$ cat config.mk
export PLATFORM = sky130hd
export DESIGN_NAME = per_slot_timeout_scheduler
export DESIGN_NICKNAME = d
export VERILOG_FILES = /design/src/hw/rtl/pts_pkg.sv /design/src/hw/rtl/pts_ctrl.sv /design/src/hw/rtl/pts_dp.sv /design/src/hw/rtl/per_slot_timeout_scheduler.sv
export SDC_FILE = /design/constraint.sdc
export NUM_CORES = 1
export LEC_CHECK = 0
export ABC_CLOCK_PERIOD_IN_PS = 7000
export BUFFER_PORTS_ARGS = -buffer_cell sky130_fd_sc_hd__buf_2
export CAP_MARGIN = 5
export CORE_MARGIN = 3
export CORE_UTILIZATION = 61
export DETAILED_ROUTE_END_ITERATION = 8
export PLACE_DENSITY_LB_ADDON = 0.1
export SLEW_MARGIN = 20
export SYNTH_ARGS = -nofsm -noshare
export SYNTH_HDL_FRONTEND = slang
export SYNTH_SLANG_ARGS = --single-unit
export TNS_END_PERCENT = 5
$ cat constraint.sdc
create_clock -name clk -period 7 [get_ports clk]
set_input_delay 0.35 -clock clk [delete_from_list [all_inputs] [get_ports clk]]
set_output_delay 0.35 -clock clk [all_outputs]
set_load 0.02 [all_outputs]
$ cat src/hw/rtl/pts_pkg.sv
// shared types and constants of the per-slot timeout scheduler
// depends on nothing; imported by pts_ctrl, pts_dp and the top level
`default_nettype none

package pts_pkg;

    localparam int FUNC_W    = 2;
    localparam int SLOT_F_W  = 4;
    localparam int TMO_W     = 20;
    localparam int NEAR_W    = 21;

    // most results one expire scan may emit
    localparam int RES_MAX   = 16;
    localparam int RES_IDX_W = $clog2(RES_MAX);
    localparam int RES_CNT_W = RES_IDX_W + 1;

    localparam logic [NEAR_W-2:0] NEAR_MAX  = '1;
    localparam logic [NEAR_W-1:0] NEAR_NONE = '1;

    typedef enum logic [FUNC_W-1:0] {
        FUNC_ADD    = 2'd0,
        FUNC_DEL    = 2'd1,
        FUNC_EXPIRE = 2'd2,
        FUNC_TICK   = 2'd3
    } func_t;

    typedef struct packed {
        logic accept;      // latch input transaction, clear result buffer
        logic apply;       // perform add, delete or tick
        logic scan_start;  // begin one pass over all slots
        logic take;        // disarm best due slot and queue it as a result
        logic emit_next;   // advance to next queued result
    } cmd_t;

    typedef struct packed {
        func_t func;
        logic  scan_done;
        logic  found;
        logic  buf_full;
        logic  out_last;
    } sts_t;

endpackage

`default_nettype wire

$ cat src/hw/rtl/pts_ctrl.sv
// controller state machine of the per-slot timeout scheduler
// depends on pts_pkg; drives commands into pts_dp from its status
`default_nettype none

module pts_ctrl (
    input  wire logic          clk,
    input  wire logic          rst_n,
    input  wire logic          in_valid,
    output logic               in_ready,
    output logic               out_valid,
    input  wire logic          out_ready,
    input  wire pts_pkg::sts_t sts,
    output pts_pkg::cmd_t      cmd
);
    import pts_pkg::*;

    typedef enum logic [4:0] {
        ST_IDLE = 5'b00001,
        ST_EXEC = 5'b00010,
        ST_SCAN = 5'b00100,
        ST_NEAR = 5'b01000,
        ST_EMIT = 5'b10000
    } state_t;

    state_t state_reg;
    state_t state_next;

    always_comb
    begin
        state_next = state_reg;
        cmd        = '0;
        in_ready   = 1'b0;
        out_valid  = 1'b0;
        case (state_reg)
            ST_IDLE:
            begin
                in_ready = 1'b1;
                if (in_valid)
                begin
                    cmd.accept = 1'b1;
                    state_next = ST_EXEC;
                end
            end
            ST_EXEC:
            begin
                cmd.apply      = 1'b1;
                cmd.scan_start = 1'b1;
                state_next     = (sts.func == FUNC_EXPIRE) ? ST_SCAN : ST_NEAR;
            end
            ST_SCAN:
            begin
                if (sts.scan_done)
                begin
                    if (sts.found)
                    begin
                        cmd.take       = 1'b1;
                        cmd.scan_start = 1'b1;
                        // buffer full: one more pass only for the nearest deadline
                        state_next     = sts.buf_full ? ST_NEAR : ST_SCAN;
                    end
                    else
                    begin
                        // nothing changed in this pass, its nearest value stands
                        state_next = ST_EMIT;
                    end
                end
            end
            ST_NEAR:
            begin
                if (sts.scan_done)
                begin
                    state_next = ST_EMIT;
                end
            end
            ST_EMIT:
            begin
                out_valid = 1'b1;
                if (out_ready)
                begin
                    if (sts.out_last)
                    begin
                        state_next = ST_IDLE;
                    end
                    else
                    begin
                        cmd.emit_next = 1'b1;
                    end
                end
            end
            default:
            begin
                state_next = ST_IDLE;
            end
        endcase
    end

    always_ff @(posedge clk or negedge rst_n)
    begin
        if (!rst_n)
        begin
            state_reg <= ST_IDLE;
        end
        else
        begin
            state_reg <= state_next;
        end
    end

endmodule

`default_nettype wire

$ cat src/hw/rtl/pts_dp.sv
// datapath of the per-slot timeout scheduler: time counter, pending bits,
// deadline memory, slot scan pipeline and result buffer; depends on pts_pkg
`default_nettype none

module pts_dp #(
    parameter int SLOTS     = 16,
    parameter int TIME_BITS = 32
) (
    input  wire logic                            clk,
    input  wire logic                            rst_n,
    input  wire logic [pts_pkg::FUNC_W-1:0]      func,
    input  wire logic [pts_pkg::SLOT_F_W-1:0]    slot,
    input  wire logic [pts_pkg::TMO_W-1:0]       timeout_ms,
    input  wire pts_pkg::cmd_t                   cmd,
    output pts_pkg::sts_t                        sts,
    output logic                                 expired_valid,
    output logic [pts_pkg::SLOT_F_W-1:0]         expired_slot,
    output logic                                 last,
    output logic signed [pts_pkg::NEAR_W-1:0]    nearest_ms
);
    import pts_pkg::*;

    localparam int SLOT_W = (SLOTS > 1) ? $clog2(SLOTS) : 1;
    localparam logic [SLOT_W-1:0] LAST_IDX = SLOT_W'(SLOTS - 1);

    // latched transaction
    func_t                func_reg;
    logic [SLOT_F_W-1:0]  slot_reg;
    logic [TMO_W-1:0]     tmo_reg;

    logic [TIME_BITS-1:0] now_reg;
    logic [SLOTS-1:0]     pending_reg;
    logic [TIME_BITS-1:0] deadline_mem [SLOTS];

    // scan pipeline
    logic                 issue_active_reg;
    logic [SLOT_W-1:0]    issue_idx_reg;
    logic                 v1_reg;
    logic                 last1_reg;
    logic [SLOT_W-1:0]    idx1_reg;
    logic [TIME_BITS-1:0] rd_data_reg;
    logic                 v2_reg;
    logic                 last2_reg;
    logic                 pend2_reg;
    logic [SLOT_W-1:0]    idx2_reg;
    logic [TIME_BITS-1:0] diff2_reg;
    logic                 done_reg;

    // pass results
    logic                 found_reg;
    logic [TIME_BITS-1:0] best_key_reg;
    logic [SLOT_W-1:0]    best_idx_reg;
    logic                 near_any_reg;
    logic [TIME_BITS-1:0] near_best_reg;

    // result buffer
    logic [SLOT_F_W-1:0]  res_buf_reg [RES_MAX];
    logic [RES_CNT_W-1:0] count_reg;
    logic [RES_IDX_W-1:0] out_idx_reg;

    logic                 slot_ok;
    logic                 wr_en;
    logic [SLOT_W-1:0]    slot_idx;
    logic                 due2;
    logic [TIME_BITS-1:0] key2;
    logic [TIME_BITS-1:0] clamp2;

    assign slot_ok  = (32'(slot_reg) < 32'(SLOTS));
    assign slot_idx = SLOT_W'(slot_reg);
    assign wr_en    = cmd.apply && (func_reg == FUNC_ADD) && slot_ok;

    // overdue when the wrapped difference is negative or zero
    assign due2   = diff2_reg[TIME_BITS-1] || (diff2_reg == '0);
    assign key2   = {~diff2_reg[TIME_BITS-1], diff2_reg[TIME_BITS-2:0]};
    assign clamp2 = diff2_reg[TIME_BITS-1] ? '0 : diff2_reg;

    always_ff @(posedge clk)
    begin
        if (cmd.accept)
        begin
            func_reg <= func_t'(func);
            slot_reg <= slot;
            tmo_reg  <= timeout_ms;
        end
    end

    always_ff @(posedge clk or negedge rst_n)
    begin
        if (!rst_n)
        begin
            now_reg     <= '0;
            pending_reg <= '0;
        end
        else
        begin
            if (cmd.apply)
            begin
                case (func_reg)
                    FUNC_ADD:
                    begin
                        if (slot_ok)
                        begin
                            pending_reg[slot_idx] <= 1'b1;
                        end
                    end
                    FUNC_DEL:
                    begin
                        if (slot_ok)
                        begin
                            pending_reg[slot_idx] <= 1'b0;
                        end
                    end
                    FUNC_TICK:
                    begin
                        now_reg <= now_reg + TIME_BITS'(1);
                    end
                    default:
                    begin
                    end
                endcase
            end
            if (cmd.take)
            begin
                pending_reg[best_idx_reg] <= 1'b0;
            end
        end
    end

    // deadline memory, one write port and one registered read port
    always_ff @(posedge clk)
    begin
        if (wr_en)
        begin
            deadline_mem[slot_idx] <= now_reg + TIME_BITS'(tmo_reg);
        end
        if (issue_active_reg)
        begin
            rd_data_reg <= deadline_mem[issue_idx_reg];
        end
    end

    always_ff @(posedge clk or negedge rst_n)
    begin
        if (!rst_n)
        begin
            issue_active_reg <= 1'b0;
            issue_idx_reg    <= '0;
            v1_reg           <= 1'b0;
            last1_reg        <= 1'b0;
            v2_reg           <= 1'b0;
            last2_reg        <= 1'b0;
            done_reg         <= 1'b0;
            found_reg        <= 1'b0;
            near_any_reg     <= 1'b0;
        end
        else
        begin
            if (cmd.scan_start)
            begin
                issue_active_reg <= 1'b1;
                issue_idx_reg    <= '0;
            end
            else if (issue_active_reg)
            begin
                issue_idx_reg <= issue_idx_reg + SLOT_W'(1);
                if (issue_idx_reg == LAST_IDX)
                begin
                    issue_active_reg <= 1'b0;
                end
            end
            v1_reg    <= issue_active_reg;
            last1_reg <= issue_active_reg && (issue_idx_reg == LAST_IDX);
            v2_reg    <= v1_reg;
            last2_reg <= v1_reg && last1_reg;
            done_reg  <= v2_reg && last2_reg;

            if (cmd.scan_start)
            begin
                found_reg    <= 1'b0;
                near_any_reg <= 1'b0;
            end
            else if (v2_reg && pend2_reg)
            begin
                if (due2 && (!found_reg || (key2 < best_key_reg)))
                begin
                    found_reg <= 1'b1;
                end
                near_any_reg <= 1'b1;
            end
        end
    end

    always_ff @(posedge clk)
    begin
        idx1_reg  <= issue_idx_reg;
        idx2_reg  <= idx1_reg;
        pend2_reg <= pending_reg[idx1_reg];
        diff2_reg <= rd_data_reg - now_reg;
        if (v2_reg && pend2_reg && !cmd.scan_start)
        begin
            // strict compare keeps the lower slot on equal keys
            if (due2 && (!found_reg || (key2 < best_key_reg)))
            begin
                best_key_reg <= key2;
                best_idx_reg <= idx2_reg;
            end
            if (!near_any_reg || (clamp2 < near_best_reg))
            begin
                near_best_reg <= clamp2;
            end
        end
    end

    always_ff @(posedge clk)
    begin
        if (cmd.take)
        begin
            res_buf_reg[count_reg[RES_IDX_W-1:0]] <= SLOT_F_W'(best_idx_reg);
        end
    end

    always_ff @(posedge clk or negedge rst_n)
    begin
        if (!rst_n)
        begin
            count_reg   <= '0;
            out_idx_reg <= '0;
        end
        else
        begin
            if (cmd.accept)
            begin
                count_reg   <= '0;
                out_idx_reg <= '0;
            end
            else
            begin
                if (cmd.take)
                begin
                    count_reg <= count_reg + RES_CNT_W'(1);
                end
                if (cmd.emit_next)
                begin
                    out_idx_reg <= out_idx_reg + RES_IDX_W'(1);
                end
            end
        end
    end

    always_comb
    begin
        sts.func      = func_reg;
        sts.scan_done = done_reg;
        sts.found     = found_reg;
        sts.buf_full  = (count_reg == RES_CNT_W'(RES_MAX - 1));
        sts.out_last  = (count_reg == '0)
                     || ({1'b0, out_idx_reg} == (count_reg - RES_CNT_W'(1)));
    end

    always_comb
    begin
        expired_valid = (count_reg != '0);
        expired_slot  = expired_valid ? res_buf_reg[out_idx_reg] : '0;
        last          = sts.out_last;
        if (!near_any_reg)
        begin
            nearest_ms = signed'(NEAR_NONE);
        end
        else if (near_best_reg > TIME_BITS'(NEAR_MAX))
        begin
            nearest_ms = signed'({1'b0, NEAR_MAX});
        end
        else
        begin
            nearest_ms = signed'({1'b0, near_best_reg[NEAR_W-2:0]});
        end
    end

endmodule

`default_nettype wire

$ cat src/hw/rtl/per_slot_timeout_scheduler.sv
// top level of the per-slot timeout scheduler
// depends on pts_pkg, pts_ctrl and pts_dp
`default_nettype none

// Timer queue with at most one pending timeout per connection slot and a
// wrapping millisecond counter. Each input transaction carries an operation:
// add (arm slot at now + timeout_ms, replacing an older timer), delete,
// expire scan, or tick. Add, delete and tick return one result; an expire
// scan returns every due slot in deadline order (ties to the lower slot), at
// most 16, with last set on the final one, or a single invalid result when
// nothing is due. Every result carries nearest_ms, the time to the nearest
// deadline still pending after the transaction (0 when overdue, -1 when
// none). One transaction is handled at a time. Deadlines sit in a single
// memory with one read port, so every pass reads the slots one at a time;
// add, delete and tick take one such pass before their result, and an
// expire that fires k slots takes k + 1 passes before its first result
// (with 16 fired the last pass only refreshes the nearest deadline).
// Results then leave one per cycle while out_ready is high.
module per_slot_timeout_scheduler #(
    parameter int SLOTS     = 16,
    parameter int TIME_BITS = 32
) (
    input  wire logic                          clk,
    input  wire logic                          rst_n,
    input  wire logic                          in_valid,
    output logic                               in_ready,
    input  wire logic [pts_pkg::FUNC_W-1:0]    func,
    input  wire logic [pts_pkg::SLOT_F_W-1:0]  slot,
    input  wire logic [pts_pkg::TMO_W-1:0]     timeout_ms,
    output logic                               out_valid,
    input  wire logic                          out_ready,
    output logic                               expired_valid,
    output logic [pts_pkg::SLOT_F_W-1:0]       expired_slot,
    output logic                               last,
    output logic signed [pts_pkg::NEAR_W-1:0]  nearest_ms
);
    import pts_pkg::*;

    // commands down to the datapath, status back up
    cmd_t cmd;
    sts_t sts;

    pts_ctrl u_ctrl (
        .clk       (clk),
        .rst_n     (rst_n),
        .in_valid  (in_valid),
        .in_ready  (in_ready),
        .out_valid (out_valid),
        .out_ready (out_ready),
        .sts       (sts),
        .cmd       (cmd)
    );

    // time counter, deadline memory, scan pipeline and result buffer
    pts_dp #(
        .SLOTS     (SLOTS),
        .TIME_BITS (TIME_BITS)
    ) u_dp (
        .clk           (clk),
        .rst_n         (rst_n),
        .func          (func),
        .slot          (slot),
        .timeout_ms    (timeout_ms),
        .cmd           (cmd),
        .sts           (sts),
        .expired_valid (expired_valid),
        .expired_slot  (expired_slot),
        .last          (last),
        .nearest_ms    (nearest_ms)
    );

endmodule

`default_nettype wire

=== After elaboration in Yosys (flattened, before gate mapping) ===
Memory sizes are Yosys's and may differ from the RTL's. A register that Yosys moved wholly into a read port is not among the register bits.
Cells that the tools add are included.

* Register bits after elaboration: 209
* Memories: 2
* Word-level logic and storage cells: 145
* Input port bits: 30
* Bits in writable memories: 576

{| class="wikitable"
|+ Memories
! memory !! depth !! bits a word !! read ports !! clocked after memory_dff !! wr ports !! line !! RTL
|-
| u_dp.deadline_mem || 16 || 32 || 1 || 1 || 1 || pts_dp.sv:33 || <nowiki>logic [TIME_BITS-1:0] deadline_mem [SLOTS];</nowiki>
|-
| u_dp.res_buf_reg || 16 || 4 || 1 || 0 || 1 || pts_dp.sv:57 || <nowiki>logic [SLOT_F_W-1:0] res_buf_reg [RES_MAX];</nowiki>
|}

* Order comparisons: 8
* Muxes and demuxes: 52
* Bitwise logic cells: 6
* Reduce and logical (&&, ||, !) cells: 30
* Add/subtract/negate cells: 7
* Equal/unequal tests: 16

{| class="wikitable"
|+ Operators by type and width
! kind !! count
|-
| $lt A32 B32 Y1 || 2
|-
| $mux W5 || 8
|-
| $add A32 B1 Y32 const B || 1
|-
| $add A32 B20 Y32 || 1
|-
| $and A16 B16 Y16 || 2
|-
| $gt A32 B20 Y1 const B || 1
|-
| $logic_not A32 Y1 || 1
|-
| $mux W16 || 2
|-
| $not A16 Y16 || 2
|-
| $pmux W16 S2 || 1
|-
| $sub A32 B32 Y32 || 1
|-
| $mux W31 || 1
|-
| $mux W4 || 7
|-
| $pmux W5 S5 || 1
|-
| $mux W1 || 24
|-
| $mux W21 || 1
|-
| $mux W20 || 1
|-
| $or A16 B16 Y16 || 1
|-
| $lt A4 B5 Y1 const B || 3
|-
| $eq A5 B4 Y1 const B || 2
|-
| $reduce_bool A2 Y1 || 5
|-
| $logic_and A1 B1 Y1 || 9
|-
| $add A4 B1 Y4 const B || 2
|-
| $demux W1 S4 || 2
|-
| 24 further kinds || 38
|}

=== Logic depth before layout (Yosys ltp) ===
* Depth after elaboration: 10
* Depth in mapped cells: 11
* Mapped depth without buffers: 11

=== Cells and area by module ===
A second synthesis with hierarchy kept.

* Cells, all modules: 2100
* Area total of the unflattened synthesis: 35057.4 µm²

{| class="wikitable"
|+ Modules (own cells, without submodules)
! module !! seq. area each (µm²) !! instances !! cells each !! area each (µm²)
|-
| pts_dp || 23597.6 || 1 || 2057 || 34664.5
|-
| pts_ctrl || 126.4 || 1 || 43 || 392.9
|}

=== Worst setup path after synthesis ===
Ideal clock, no wire load.

* Kind: register -> register
* From: register u_dp.best_key_reg[9]
* To: register u_dp.best_idx_reg[0] (enable)
* Slack: 2231 ps
* Data required time: 6516 ps
* Arrival: 4285 ps
* Cell stages (with the launch flop): 10
* Path buffers: 0
* Cells stage by stage: edfxtp_1 inv_1 ha_1 a21o_1 a211o_1 a31oi_1 nor3_1 a221oi_1 nor2_1 a211oi_1

* Longest elaborated chain between the ends: 4

{| class="wikitable"
|+ RTL lines
! what !! line !! RTL
|-
| start, declared || pts_dp.sv:51 || <nowiki>logic [TIME_BITS-1:0] best_key_reg;</nowiki>
|-
| start signal, assigned || pts_dp.sv:204 || <nowiki>best_key_reg <= key2;</nowiki>
|-
| $lt A32 B32 Y1 || pts_dp.sv:202 || <nowiki>if (due2 && (!found_reg || (key2 < best_key_reg)))</nowiki>
|-
| $logic_or A1 B1 Y1 || pts_dp.sv:202 ||
|-
| $logic_and A1 B1 Y1 || pts_dp.sv:202 ||
|-
| $reduce_and A2 Y1 (no line) || -- ||
|-
| end signal, assigned || pts_dp.sv:205 || <nowiki>best_idx_reg <= idx2_reg;</nowiki>
|-
| end, declared || pts_dp.sv:52 || <nowiki>logic [SLOT_W-1:0] best_idx_reg;</nowiki>
|}

No other way between the ends.
A chain may end at the register's enable or synchronous reset.

=== Final worst setup path ===
* From: register u_dp.now_reg[0]
* To: memory u_dp.deadline_mem[4][28] (data pin)

* Longest elaborated chain between the ends: 1

{| class="wikitable"
|+ RTL lines
! what !! line !! RTL
|-
| start, declared || pts_dp.sv:31 || <nowiki>logic [TIME_BITS-1:0] now_reg;</nowiki>
|-
| start signal, assigned || pts_dp.sv:115 || <nowiki>now_reg <= now_reg + TIME_BITS'(1);</nowiki>
|-
| $add A32 B20 Y32 || pts_dp.sv:134 || <nowiki>deadline_mem[slot_idx] <= now_reg + TIME_BITS'(tmo_reg);</nowiki>
|-
| end, declared || pts_dp.sv:33 ||
|}

No other way between the ends.

==> results_tabular.tex <==
\begin{tabular}{lr}
\hline
Metric & Value \\
\hline
\multicolumn{2}{l}{\textbf{Routing}} \\
\quad Total iterations of the first detailed-routing run & 5 \\
\quad Total Wirelength & 78600 um \\
\quad Wirelength per Cell & 25.8 um \\
\quad Total via count in the routed design & 19.3k \\
\quad Post-detailed-route via-to-cell ratio & 6.34 \\
\quad Remaining design rule violation count & 0 \\
\quad Final antenna-violating net count & 0 \\
\quad Count of routing violations after the opening detailed-route iteration & 1607 \\
\multicolumn{2}{l}{\textbf{Final layout}} \\
\quad Number of nets in the layout & 2372 \\
\quad Final core utilization & 0.697 \\
\quad Count of inserted antenna diode cells & 0 \\
\quad Share of layout cells above drive strength 1 & 0.202 \\
\quad Flip-flop count of the largest register, all copies and words added & 512 \\
\quad Cell area after layout & 39400 um2 \\
\quad Synth-to-layout area growth & 12.6\% \\
\quad Most common library cell in the layout ignoring fill and taps & sky130\_fd\_sc\_hd\_\_edfxtp\_1 \\
\quad Most used cells in the layout excluding fill and tap cells & 701 x sky130\_fd\_sc\_hd\_\_edfxtp\_1, 173 x sky130\_fd\_sc\_hd\_\_mux4\_2, 120 x sky130\_fd\_sc\_hd\_\_ha\_1 \\
\multicolumn{2}{l}{\textbf{Status}} \\
\quad Run status & completed \\
\multicolumn{2}{l}{\textbf{Die}} \\
\quad Initial core utilization & 0.619 \\
\quad Floorplan Core Area & 56500 um2 \\
\quad Cell row count & 87 \\
\quad I/O Pins & 59 \\
\quad Horizontal die dimension & 245 um \\
\quad Vertical die dimension & 245 um \\
\quad Total die area & 60200 um2 \\
\multicolumn{2}{l}{\textbf{CTS}} \\
\quad Hold\_buf cts & 28 \\
\quad Clock slew seen by the registers of the worst setup and hold paths & 0.06 ns \\
\quad Post-CTS setup repair buffer count & 0 \\
\quad Number of buffers added by the clock tree synthesis step & 81 \\
\quad Maximum clock insertion buffer count & 3 \\
\quad Num Clock Sinks & 816 \\
\quad CTS H-tree depth & 3 \\
\quad TritonCTS clock tree & yes \\
\quad Resize count post-CTS & 0 \\
\quad Clock insertion delay at the later pin of the skew report & 0.63 ns \\
\quad Root Buffer & sky130\_fd\_sc\_hd\_\_clkbuf\_16 \\
\multicolumn{2}{l}{\textbf{STA}} \\
\quad Number of hold violations in the final report & 0 \\
\quad Worst Tran Pin Value & 1.03 ns \\
\quad Number of pins exceeding their max-slew limit in the final report & 0 \\
\quad Maximum clock skew at final layout & 0.0228 ns \\
\quad Post-layout min period & 4.01 ns \\
\quad Tightest slew margin relative to the limit & 0.311 \\
\quad Setup-violating endpoint count in the final report & 0 \\
\quad F\_max & 0.249 GHz \\
\quad Setup TNS & 0 ns \\
\quad Unrepaired setup endpoints after global routing & false \\
\quad Share of the cycle needed by the critical path after routing & 0.573 \\
\multicolumn{2}{l}{\textbf{Setup path}} \\
\quad WP data required & 7.29 ns \\
\quad Endpoint type of the worst setup path & flop \\
\quad Maximum fanout along the worst path & 16 \\
\quad CP Data Arrival Time & 4.30 ns \\
\quad Worst Path Class, Setup & flop to flop \\
\quad Startpoint type of the worst setup path & flop \\
\multicolumn{2}{l}{\textbf{Min path}} \\
\quad Type of the tightest min-delay check & input port to flop \\
\multicolumn{2}{l}{\textbf{Yosys}} \\
\quad Synth Register Bits & 816 \\
\quad Number of distinct library cells after synthesis & 80 \\
\quad Mean instance size in the synthesized netlist & 16.7 um2 \\
\quad Total nets after synthesis & 2239 \\
\quad Prevailing post-synth register cell & sky130\_fd\_sc\_hd\_\_edfxtp\_1 \\
\quad Count of yosys warnings during synthesis & 0 \\
\quad Cells after Synth & 2087 \\
\quad Combined area of all synthesized cells & 35000 um2 \\
\quad Proportion of synthesized chip area in sequential cells & 0.679 \\
\quad Number of enable flip-flop cells after synthesis & 701 \\
\quad Async set-or-reset flop fraction in the synthesized netlist & 0.0907 \\
\multicolumn{2}{l}{\textbf{GRT}} \\
\quad Vias in the first global route & 19.3k \\
\quad Global-route total usage across every layer & 0.269 \\
\quad Overflow left after global routing & 0 \\
\quad Global-route wire length before repair & 120000 um \\
\quad Largest net degree at the start of global routing & 75 \\
\quad Initial antenna violation count & 0 \\
\multicolumn{2}{l}{\textbf{Placement}} \\
\quad Cell area after placement & 36300 um2 \\
\quad Placed wire-length estimate & 45700 um \\
\quad Port bufs & 58 \\
\quad Routability cong. & 0.875 \\
\multicolumn{2}{l}{\textbf{Power}} \\
\quad Pwr dens & 242 nW/um2 \\
\quad Peak supply drop & 269 uV \\
\quad Cell leakage power & 0.0129 uW \\
\multicolumn{2}{l}{\textbf{Job}} \\
\quad Number of maximum-capacitance violations & 0 \\
\hline
\end{tabular}
[logic make-up after synthesis]
logic type	share of synthesized area
AO/OA/AOI/OAI	0.0520
XOR/XNOR	0.0261
adder cells (fa/ha/maj)	0.0444
buffers and inverters	0.0213
flip-flops	0.679
multiplexers	0.117
AND/OR/NAND/NOR	0.0604
[area by class of cell]
class / count / area [um2]
tap: 756 / 946
clock inverter: 47 / 443
multi-input combinational: 1080 / 10800
timing repair buffer: 119 / 837
inverter: 122 / 458
clock buffer: 103 / 2170
fill: 3624 / 17100
sequential: 816 / 23700
[power breakdown]
group,switching (uW),total (uW),leakage (uW),internal [uW]
sequential,0,5210,0.00748,5210
combinational,18.1,34.4,0.00420,16.3
clock,1830,4270,0.00127,2440
[layer usage]
| metal | track usage | wire (um) |
|---|---|---|
| met1 | 0.384 | 33100 |
| met2 | 0.437 | 38300 |
| met3 | 0.0438 | 4980 |
| met4 | 0.0797 | 2270 |
| met5 | 0 | 0 |
[final timing paths]
| path | endpoint | start | cells past startpoint | slack [ns] |
|---|---|---|---|---|
| max reg2reg | u_dp.deadline_mem[4][28] | u_dp.now_reg[0] | 11 | 2.99 |
| min in group asynchronous | u_dp.pending_reg[3] | rst_n | 2 | 0.33 |
| min reg2reg | u_dp.idx2_reg[3] | u_dp.idx1_reg[3] | 0 | 0.36 |
| max in group asynchronous | u_dp.issue_idx_reg[1] | rst_n | 2 | 6.10 |
| min | u_ctrl.state_reg[0] | out_ready | 3 | 0.07 |
| max | u_dp.deadline_mem[4][28] | u_dp.now_reg[0] | 11 | 2.99 |
[Yosys cell counts, drive strengths merged (17+ instances only)]
cell | n | area share
nor4 | 17 | 0.0041
mux2i | 19 | 0.0054
nand4 | 45 | 0.0081
nor3 | 33 | 0.0052
buf | 26 | 0.0035
nor2b | 42 | 0.0075
nand3 | 27 | 0.0042
o21ai | 47 | 0.0068
dfrtp | 73 | 0.052
inv | 121 | 0.013
a21o | 43 | 0.0092
nor2 | 80 | 0.0087
ha | 120 | 0.043
and2 | 23 | 0.0041
xnor2 | 80 | 0.020
dfxtp | 41 | 0.023
mux4 | 173 | 0.11
nand2 | 69 | 0.0075
edfxtp | 701 | 0.60
a21oi | 72 | 0.010
clkbuf | 43 | 0.0047
xor2 | 24 | 0.0060
[worst max-delay path: stages (launching register included)]
cell and delay [ns]:
sky130_fd_sc_hd__dfrtp_1 0.44, sky130_fd_sc_hd__ha_1 0.20, sky130_fd_sc_hd__inv_1 0.05, sky130_fd_sc_hd__fa_1 0.42
sky130_fd_sc_hd__nor2b_1 0.18, sky130_fd_sc_hd__o31a_1 0.25, sky130_fd_sc_hd__o21ai_1 0.15, sky130_fd_sc_hd__a21boi_1 0.27
sky130_fd_sc_hd__a41oi_1 0.25, sky130_fd_sc_hd__o21ai_2 0.51, sky130_fd_sc_hd__nand3_1 0.16, sky130_fd_sc_hd__xnor2_1 0.79
[through the flow]
stage | power, uW | hold WS [ns] | worst slack [ns] | std cells
2_1_floorplan | 5310 | 0.0544 | 2.23 | 2087
4_1_cts | 9580 | 0.0410 | 2.97 | 3043
6_report | 9510 | 0.0669 | 2.99 | 3043
3_5_place_dp | 5330 | 0.352 | 3.03 | 2865
5_1_grt | 9770 | 0.0689 | 2.68 | 3043
3_3_place_gp | 5330 | 0.348 | 3.23 | 2865
(Power assumes the default switching activity.)
